[config.mk]
export PLATFORM = sky130hd
export DESIGN_NAME = linear_adsr_envelope
export DESIGN_NICKNAME = d
export VERILOG_FILES = /design/src/rtl/lae_pkg.sv /design/src/rtl/linear_adsr_envelope.sv
export SDC_FILE = /design/constraint.sdc
export NUM_CORES = 1
export LEC_CHECK = 0
export ABC_CLOCK_PERIOD_IN_PS = 13100
export BUFFER_PORTS_ARGS = -buffer_cell sky130_fd_sc_hd__buf_2
export CAP_MARGIN = 20
export CORE_MARGIN = 5
export CORE_UTILIZATION = 60
export DETAILED_ROUTE_END_ITERATION = 7
export PLACE_DENSITY = 0.8
export SLEW_MARGIN = 25
export SYNTH_ARGS = -nofsm -noshare
export SYNTH_HDL_FRONTEND = slang
export SYNTH_SLANG_ARGS = --single-unit
[constraint.sdc]
create_clock -name clk -period 13.1 [get_ports clk]
set_input_delay 0.655 -clock clk [delete_from_list [all_inputs] [get_ports clk]]
set_output_delay 0.655 -clock clk [all_outputs]
set_load 0.01 [all_outputs]
[src/rtl/lae_pkg.sv]
// lae_pkg: shared types and constants of the linear adsr envelope generator
// no dependencies; imported by the envelope top level and its checker
`default_nettype none

package lae_pkg;

  // level format: unsigned fixed point, one integer bit
  localparam int LEVEL_FRAC_BITS = 23;
  localparam int LEVEL_W         = 24;
  localparam int MODE_W          = 2;
  localparam int PHASE_W         = 3;
  localparam int REG_W           = 32;
  localparam int ADDR_W          = 5;

  localparam logic [LEVEL_W-1:0] FULL_SCALE = LEVEL_W'(1) << LEVEL_FRAC_BITS;

  // register reset values
  localparam logic [MODE_W-1:0]  MODE_RST    = MODE_W'(0);
  localparam logic [LEVEL_W-1:0] ATTACK_RST  = LEVEL_W'(1748);
  localparam logic [LEVEL_W-1:0] DECAY_RST   = LEVEL_W'(1311);
  localparam logic [LEVEL_W-1:0] RELEASE_RST = LEVEL_W'(306);
  localparam logic [LEVEL_W-1:0] SUSTAIN_RST = LEVEL_W'(5872026);

  typedef enum logic [PHASE_W-1:0] {
    PH_OFF     = 3'd0,
    PH_ATTACK  = 3'd1,
    PH_DECAY   = 3'd2,
    PH_SUSTAIN = 3'd3,
    PH_RELEASE = 3'd4
  } phase_t;

  typedef enum logic [MODE_W-1:0] {
    MODE_ADSR = 2'd0,
    MODE_ASR  = 2'd1,
    MODE_AR   = 2'd2
  } mode_t;

  typedef enum logic {
    CMD_TICK = 1'b0,
    CMD_GATE = 1'b1
  } cmd_t;

  typedef enum logic [2:0] {
    REG_MODE    = 3'd0,
    REG_ATTACK  = 3'd1,
    REG_DECAY   = 3'd2,
    REG_RELEASE = 3'd3,
    REG_SUSTAIN = 3'd4
  } reg_idx_t;

endpackage

`default_nettype wire

[src/rtl/linear_adsr_envelope.sv]
// linear_adsr_envelope: linear envelope generator, adsr / asr / ar shapes
// depends on lae_pkg for level format, phase, mode, command and register codes
`default_nettype none

// usage
//   request channel (req_valid / req_ready, cmd, gate): each request is either
//   a sample tick (cmd 0) or a gate change (cmd 1, new gate level on gate)
//   result channel (res_valid / res_ready, level, phase, busy_res): exactly
//   one result per request, the envelope state after that request
//   apb port: mode, attack_step, decay_step, release_step, sustain_level at
//   byte addresses 0, 4, 8, 12, 16; write only while no request is in flight
// timing
//   a request taken is captured in the input stage, then the state update
//   writes it into the level and phase registers, which show the result;
//   one request per cycle sustained while res_ready stays high, set by the
//   single add / compare pass that updates the level and phase registers
// stalls
//   the level and phase registers double as the result register; while a
//   result waits, one more request is held in the input stage, after which
//   req_ready drops until res_ready frees the result
// reset
//   synchronous, active high: level zero, phase off, gate released, registers
//   back to their defaults, both stages empty

module linear_adsr_envelope
  import lae_pkg::*;
(
  input  wire logic                 clk,
  input  wire logic                 rst,
  // configuration
  input  wire logic                 psel,
  input  wire logic                 penable,
  input  wire logic                 pwrite,
  input  wire logic [ADDR_W-1:0]    paddr,
  input  wire logic [REG_W-1:0]     pwdata,
  output logic      [REG_W-1:0]     prdata,
  output logic                      pready,
  // requests
  input  wire logic                 req_valid,
  output logic                      req_ready,
  input  wire logic                 cmd,
  input  wire logic                 gate,
  // results
  output logic                      res_valid,
  input  wire logic                 res_ready,
  output logic      [LEVEL_W-1:0]   level,
  output logic      [PHASE_W-1:0]   phase,
  output logic                      busy_res
);

  // configuration registers
  logic [MODE_W-1:0]  mode;
  logic [LEVEL_W-1:0] attack_step;
  logic [LEVEL_W-1:0] decay_step;
  logic [LEVEL_W-1:0] release_step;
  logic [LEVEL_W-1:0] sustain_level;

  logic [2:0] reg_idx;
  logic       cfg_wr;

  // input stage
  logic s1_valid;
  logic s1_cmd;
  logic s1_gate;
  logic advance;

  // envelope state, also the result register
  logic [LEVEL_W-1:0] env_level;
  phase_t             env_phase;
  logic               gate_held;

  logic [LEVEL_W-1:0] env_level_next;
  phase_t             env_phase_next;
  logic               gate_held_next;

  // attack / decay arithmetic, one bit of headroom
  logic [LEVEL_W:0]   atk_sum;
  logic [LEVEL_W-1:0] atk_target;
  phase_t             atk_phase;
  logic [LEVEL_W:0]   dcy_floor;
  logic               is_ar;
  logic               adsr_or_asr;

  // ---------------------------------------------------------------------------
  // apb register file
  // ---------------------------------------------------------------------------
  assign pready  = 1'b1;
  assign reg_idx = paddr[ADDR_W-1:2];
  assign cfg_wr  = psel && penable && pwrite && pready;

  always_ff @(posedge clk) begin
    if (rst) begin
      mode          <= MODE_RST;
      attack_step   <= ATTACK_RST;
      decay_step    <= DECAY_RST;
      release_step  <= RELEASE_RST;
      sustain_level <= SUSTAIN_RST;
    end else if (cfg_wr) begin
      case (reg_idx)
        REG_MODE:    mode          <= pwdata[MODE_W-1:0];
        REG_ATTACK:  attack_step   <= pwdata[LEVEL_W-1:0];
        REG_DECAY:   decay_step    <= pwdata[LEVEL_W-1:0];
        REG_RELEASE: release_step  <= pwdata[LEVEL_W-1:0];
        REG_SUSTAIN: sustain_level <= pwdata[LEVEL_W-1:0];
        default:     ;  // unmapped addresses ignore writes
      endcase
    end
  end

  always_comb begin
    case (reg_idx)
      REG_MODE:    prdata = REG_W'(mode);
      REG_ATTACK:  prdata = REG_W'(attack_step);
      REG_DECAY:   prdata = REG_W'(decay_step);
      REG_RELEASE: prdata = REG_W'(release_step);
      REG_SUSTAIN: prdata = REG_W'(sustain_level);
      default:     prdata = '0;
    endcase
  end

  // ---------------------------------------------------------------------------
  // handshake: input stage feeds the state update whenever the result slot
  // is empty or being emptied this cycle
  // ---------------------------------------------------------------------------
  assign advance   = s1_valid && (!res_valid || res_ready);
  assign req_ready = !s1_valid || !res_valid || res_ready;

  always_ff @(posedge clk) begin
    if (rst) begin
      s1_valid <= 1'b0;
    end else if (req_valid && req_ready) begin
      s1_valid <= 1'b1;
    end else if (advance) begin
      s1_valid <= 1'b0;
    end
  end

  // request payload, no reset needed
  always_ff @(posedge clk) begin
    if (req_valid && req_ready) begin
      s1_cmd  <= cmd;
      s1_gate <= gate;
    end
  end

  always_ff @(posedge clk) begin
    if (rst) begin
      res_valid <= 1'b0;
    end else if (advance) begin
      res_valid <= 1'b1;
    end else if (res_ready) begin
      res_valid <= 1'b0;
    end
  end

  // ---------------------------------------------------------------------------
  // envelope next state
  // ---------------------------------------------------------------------------
  assign is_ar       = (mode == MODE_AR);
  assign adsr_or_asr = (mode == MODE_ADSR) || (mode == MODE_ASR);

  // attack aims at full scale, or at the sustain level in asr
  assign atk_target = (mode == MODE_ASR) ? sustain_level : FULL_SCALE;
  assign atk_phase  = (mode == MODE_ASR) ? PH_SUSTAIN :
                      (is_ar ? PH_RELEASE : PH_DECAY);
  assign atk_sum    = {1'b0, env_level} + {1'b0, attack_step};
  assign dcy_floor  = {1'b0, sustain_level} + {1'b0, decay_step};

  always_comb begin
    env_level_next = env_level;
    env_phase_next = env_phase;
    gate_held_next = gate_held;

    if (s1_cmd == CMD_GATE) begin
      // rise restarts attack from current level; fall releases, not in ar
      if (s1_gate && !gate_held) begin
        env_phase_next = PH_ATTACK;
      end
      if (!s1_gate && gate_held) begin
        env_phase_next = PH_RELEASE;
      end
      gate_held_next = is_ar ? 1'b0 : s1_gate;
    end else begin
      case (env_phase)
        PH_ATTACK: begin
          if (adsr_or_asr || is_ar) begin
            if (atk_sum >= {1'b0, atk_target}) begin
              env_level_next = atk_target;
              env_phase_next = atk_phase;
            end else begin
              env_level_next = atk_sum[LEVEL_W-1:0];
            end
          end
        end
        PH_DECAY: begin
          // decay only exists in adsr; may lift a level that sits below sustain
          if (mode == MODE_ADSR) begin
            if ({1'b0, env_level} <= dcy_floor) begin
              env_level_next = sustain_level;
              env_phase_next = PH_SUSTAIN;
            end else begin
              env_level_next = env_level - decay_step;
            end
          end
        end
        PH_SUSTAIN: begin
          if (adsr_or_asr && !gate_held) begin
            env_phase_next = PH_RELEASE;
          end
        end
        PH_RELEASE: begin
          if (adsr_or_asr || is_ar) begin
            if (env_level <= release_step) begin
              env_level_next = '0;
              env_phase_next = PH_OFF;
              if (is_ar) begin
                gate_held_next = 1'b0;
              end
            end else begin
              env_level_next = env_level - release_step;
            end
          end
        end
        default: ;  // off, or an unused phase code: hold
      endcase
    end
  end

  always_ff @(posedge clk) begin
    if (rst) begin
      env_level <= '0;
      env_phase <= PH_OFF;
      gate_held <= 1'b0;
    end else if (advance) begin
      env_level <= env_level_next;
      env_phase <= env_phase_next;
      gate_held <= gate_held_next;
    end
  end

  // ---------------------------------------------------------------------------
  // result fields straight from the state registers
  // ---------------------------------------------------------------------------
  assign level    = env_level;
  assign phase    = env_phase;
  assign busy_res = (env_phase != PH_OFF);

endmodule

`default_nettype wire

# Word level (Yosys, flattened, before mapping)
# Index checks and enable logic that the tools add are counted.
[word_totals] register_bits=130 input_bits=46 output_inout_bits=63 word_cells=108
[classes] n_addsub=4 order_cmp=3 eq_ne=21 muxes=32 bitwise_logic=1 n_reduce_logical=35
[op_table] operator="24-bit two-way mux" count=7
[op_table] operator="24-bit case mux with 5 select lines" count=1
[op_table] operator="24-bit case mux with 3 select lines" count=1
[op_table] operator="24-bit by 24-bit adder with 25-bit output" count=2
[op_table] operator="24-bit subtractor" count=2
[op_table] operator="3-bit two-way mux" count=12
[op_table] operator="25-bit by 24-bit greater-or-equal comparator with 1-bit output" count=1
[op_table] operator="24-bit by 25-bit <= comparator with 1-bit output" count=1
[op_table] operator="24-bit <= comparator" count=1
[op_table] operator="3-bit != test, second input constant" count=7
[op_table] operator="3-bit by 2-bit equality test with 1-bit output, second input constant" count=4
[op_table] operator="3-bit case mux with 4 select lines" count=1
[op_table] operator="2-bit nonzero test" count=6
[op_table] operator="1-bit two-way mux" count=10
[op_table] operator="10-bit AND reduction" count=1
[op_table] operator="2-bit AND reduction" count=5
[op_table] operator="1-bit logical AND" count=7
[op_table] operator="3-bit by 1-bit equality test with 1-bit output, second input constant" count=2
[op_table] operator="3-bit equality test, second input constant" count=2
[op_table] operator="2-bit != test, second input constant" count=3
[op_table] operator="6-bit AND reduction" count=1
[op_table] operator="3-bit nonzero test" count=2
[op_table] operator="1-bit logical OR" count=5
[op_table] operator="5-bit AND reduction" count=1
[op_table] operator="other kinds (8)" count=11

# Longest topological paths before layout
[logic_depth] depth_word=7 depth_mapped=24

# Least setup slack after synthesis
# OpenSTA, ideal clock, no wires.
[synth_path] kind="register to register" startpoint="reg sustain_level[4]" endpoint="reg env_level[6] (netlist: level[6])" arrival_time_ns=4.830 path_slack_ns=8.139 stages_incl_launch_ff=20 path_cell_list="dfxtp_1 > ha_1 > and3_1 > a2111oi_2 > a211oi_1 > o2111ai_1 > a31oi_1 > a221oi_1 > nor2b_1 > o21ai_0 > nand2b_1 > xnor2_1 > ha_1 > nand3_1 > or4_1 > o2111a_1 > nor3_4 > mux2_2 > a222oi_1 > a21oi_1"
[synth_via] elab_chain_cells=5 elab_cells_between_ends=9 cone_classes="1 x add/sub; 2 x order compare; 6 x mux"
[synth_rtl] element="start: declaration" line_no="linear_adsr_envelope.sv:56" rtl="logic [LEVEL_W-1:0] sustain_level;"
[synth_rtl] element="start signal: assignment" line_no="linear_adsr_envelope.sv:104" rtl="REG_SUSTAIN: sustain_level <= pwdata[LEVEL_W-1:0];"
[synth_rtl] element="24-bit by 24-bit adder with 25-bit output / 24-bit two-way mux (equally long branches)" line_no="linear_adsr_envelope.sv:167, linear_adsr_envelope.sv:163"
[synth_rtl] element="24-bit by 25-bit <= comparator with 1-bit output / 25-bit by 24-bit greater-or-equal comparator with 1-bit output (equally long branches)" line_no="linear_adsr_envelope.sv:198, linear_adsr_envelope.sv:187"
[synth_rtl] element="24-bit two-way mux, on equally long branches" line_no="linear_adsr_envelope.sv:198, linear_adsr_envelope.sv:187"
[synth_rtl] element="24-bit two-way mux, on equally long branches" line_no="linear_adsr_envelope.sv:197, linear_adsr_envelope.sv:186"
[synth_rtl] element="24-bit case mux with 3 select lines (*)" line_no="linear_adsr_envelope.sv:184" rtl="case (env_phase)"
[synth_rtl] element="end signal: assignment" line_no="linear_adsr_envelope.sv:235" rtl="env_level <= env_level_next;"
[synth_rtl] element="end: declaration" line_no="linear_adsr_envelope.sv:68" rtl="logic [LEVEL_W-1:0] env_level;"
# Mark *: on every way between the ends. The rest lies on a longest branch, timed or not. The select of a mux whose other input is x is not followed.
# A chain may end at the register's enable or synchronous reset.

# Worst setup path after layout
[layout_path] startpoint="reg sustain_level[3]" endpoint="reg env_level[22] (netlist: level[22])"
# Same word-level chain as after synthesis.

==> reports/summary.txt <==
CTS H-Tree Depth: 4
Worst endpoint required time: 13.46 ns
Seq/Total Area, Yosys: 22.1%
Leak: 5.93 nW
Synth Instances: 1585
DP Area: 12500 sq um
Area occupied by multi-input gates: 8630 sq um
Warning count from the yosys run: 0
Via count: 12.7k
Total Wirelength: 41700 microns
Crit share post-route: 57.3%
Worst Setup SP: sustain_level[3]
Post-CTS Hold Buffers: 0
Worst setup path class: reg2reg
Core Area: 19500 sq um
Slew headroom: 28.6%
Worst vdd ir: 80.6 uV
CP endpoint: level[22]
Min-Delay Path Class: in2reg
FP Rows: 51
Die area: 22700 sq um
Fmax: 0.133 GHz
Placed cells: 1883
Setup-failing EPs final: 0
Layout cells sized above 1: 10.1%
CTS tree: done
Design area: 13100 sq um
Hold Fails Final Rpt: 0
R2R setup slack: 5.59 ns
Worst path arrival time: 7.86 ns
Clock period minus worst slack: 7.51 ns
Die width: 151 microns
P&R area growth vs syn: 10.3%
Reg2Reg Depth: 22
Initial Util: 61.0%
Asr flop ratio synth: 0%
Setup TNS: 0 ns
First DRT Iteration DRCs: 1665
R2R Path Start: sustain_level[3]
Worst-path clk slew: 0.06 ns
Final ANT Viol Nets: 0
FF+latch area: 2620 sq um
Synth Cell Area: 11900 sq um
Total Routing Usage GR: 36.7%
Post-synth top flop: dfxtp_1
Post-DP HPWL: 30700 microns
Worst slew pin tran: 1.06 ns
Via density: 6.61
GRT Residual Overflow: 0
Vias in the first global route: 12.0k
Fin Hold WS: 0.396 ns
First-pass GRT wire length: 64800 microns
Clock share of power: 49.6%
Final nets: 1830
Worst setup EP type: flip-flop
Clk_skew: 0.0159 ns
Type of origin of the critical path: flip-flop
PD cells: 79.9 nW/um^2
CTS Sinks: 130
Initial antenna violation count: 0
Internal power: 0.757 mW
WL/cell: 21.8 microns
Post-synth EDFFs: 2
Post-CTS sizing: 0
Mapped Avg Cell Area: 7.49 sq um
# DRC: 0
First-pass iteration count of the detailed router: 8
Final max-slew violation count: 0
Post-CTS Setup Repair Bufs: 0
CTS Root Cell: clkbuf_16
Synth Register Bits: 130
Clock buffer depth: 2
CTS buffer count: 17
Critical path fanouts, max: 19
Sequential power share: 39.0%
Combinational Power Share: 11.4%
Status: finished clean
Finished Layout Cells: 1915
Clock latency on the worst-skew pair: 0.44 ns
Routability cong.: 1.00
NetSw: 0.289 mW
Die H: 151 microns
Largest net degree at the start of global routing: 81
FILL cells: 1676
Synth cell types: 75
Number of max-cap violations: 0
Reg-to-Reg End: level[22]
I/O Buffers: 89
# diodes: 0
Net Sw Frac: 27.6%
IO Count: 109
Unrepaired setup endpoints after global routing: false
-- metrics by stage --
step	power [mW]	setup WS [ns]	util [%]
6_report	1.05	5.59	67.3
5_1_grt	1.07	5.46	67.3
4_1_cts	1.04	5.98	67.3
3_5_place_dp	0.531	6.01	64.1
3_3_place_gp	0.529	6.14	64.1
2_1_floorplan	0.492	8.14	-
-- registers in the layout, summed over array words and instances (netlist names) --
name           count
release_step      24
decay_step        24
res_valid          1
mode               2
gate_held          1
sustain_level     24
attack_step       24
phase              3
s1_cmd             1
level             24
s1_gate            1
s1_valid           1
-- power by group through the flow --
stage	Sequential, mW	Clock (mW)	Combinational (mW)
final	0.408	0.519	0.119
after global routing	0.408	0.537	0.129
after CTS	0.408	0.516	0.116
after detailed placement	0.416	0	0.114
after global placement	0.416	0	0.112
after floorplan	0.414	0	0.0780
-- cell type report --
cell class,count,area share [%]
multi-input cells,1298,65.9
flip-flops and latches,130,20.0
repair buffers,106,4.37
clock buffers,19,3.46
well taps,265,2.53
inverters,84,2.41
clock inverters,13,1.34
-- cells by family (layout without fill, tap and decap cells) --
family,Yosys count,count (layout),share of synthesized area (%)
AO/OA/AOI/OAI,510,510,27.8
XOR/XNOR,84,84,6.20
adder cells (fa/ha/maj),147,147,15.7
buffers and inverters,164,222,5.72
flip-flops,130,130,22.1
multiplexers,26,26,2.27
other,2,9,0.0632
AND/OR/NAND/NOR,522,522,20.1
-- how the worst min path moves through the flow --
stage | endpoint | slack [ns] | depth (start not counted) | from
after floorplan | release_step[0] | 0.45 | 2 | release_step[0]
after global placement | release_step[19] | 0.46 | 2 | release_step[19]
after detailed placement | release_step[19] | 0.47 | 2 | release_step[19]
after CTS | s1_gate | 0.39 | 1 | gate
after global routing | s1_gate | 0.39 | 1 | gate
final | s1_gate | 0.40 | 1 | gate
-- cell usage in the layout, fill, tap and decap left out, drive strengths merged, types with 7 or more instances in the layout --
| cell type | count |
|---|---|
| a211oi | 12 |
| a21boi | 8 |
| a21o | 50 |
| a21oi | 171 |
| a221oi | 8 |
| a22oi | 52 |
| a31oi | 20 |
| and2 | 19 |
| and3 | 23 |
| buf | 106 |
| clkbuf | 19 |
| conb | 9 |
| dfxtp | 128 |
| ha | 143 |
| inv | 87 |
| mux2 | 7 |
| mux2i | 19 |
| nand2 | 267 |
| nand2b | 15 |
| nand3 | 42 |
| nand4 | 12 |
| nor2 | 75 |
| nor2b | 16 |
| nor3 | 12 |
| o211ai | 17 |
| o21a | 11 |
| o21ai | 76 |
| o21bai | 13 |
| o221ai | 11 |
| o22ai | 8 |
| or2 | 8 |
| or3 | 11 |
| xnor2 | 46 |
| xor2 | 38 |
-- Yosys cell counts (all sizes together), types with 5 or more instances --
cell type / number / area share, %
ha: 143 / 15
xor2: 38 / 2.8
or3: 11 / 0.58
a22oi: 52 / 3.3
nand2: 267 / 8.4
o31ai: 6 / 0.42
nor2: 75 / 2.4
clkbuf: 63 / 2.0
inv: 84 / 2.7
nor3: 12 / 0.60
nand4: 12 / 0.63
nor2b: 16 / 0.84
a221o: 6 / 0.51
mux2: 7 / 0.66
a21boi: 8 / 0.51
xnor2: 46 / 3.4
o21bai: 13 / 0.82
o221ai: 11 / 0.81
o211a: 5 / 0.42
a211oi: 12 / 0.76
nand3: 42 / 1.8
and3: 23 / 1.2
mux2i: 19 / 1.6
a2111oi: 6 / 0.50
dfxtp: 128 / 22
a31oi: 20 / 1.1
o21ai: 76 / 3.2
or2: 8 / 0.42
buf: 17 / 1.1
nor4: 5 / 0.26
and2: 19 / 1.0
nand2b: 15 / 0.79
o22ai: 8 / 0.42
o211ai: 17 / 1.1
a21oi: 171 / 7.2
a21o: 50 / 3.2
o21a: 11 / 0.70
a221oi: 8 / 0.59
-- layer usage --
metal	track usage, %	vias to the layer above	wire (microns)	share of wire (%)
met5	0	-	0	0
met4	16.5	0	1810	4.4
li1	-	5818	-	-
met2	56.4	768	18200	44
met3	8.25	146	4580	11
met1	49.3	5920	17100	41
-- worst max-delay path, stage by stage (launching register included) --
cell       delay (ns)
dfxtp_1          0.47
ha_1             0.34
and3_1           0.20
a2111oi_2        0.68
a211oi_1         0.30
o2111ai_1        0.37
a31oi_1          0.22
a221oi_1         0.55
nor2b_1          0.10
o21ai_0          0.16
nand2b_1         0.09
xnor2_1          0.13
ha_1             0.27
nand3_1          0.15
nor4_1           0.93
a41oi_1          0.46
o211ai_1         0.36
nor3_4           0.08
buf_4            0.25
nor2_1           0.76
a211oi_1         0.16
a21boi_0         0.17
a41oi_1          0.21
Power figures use the tool's default switching activity.
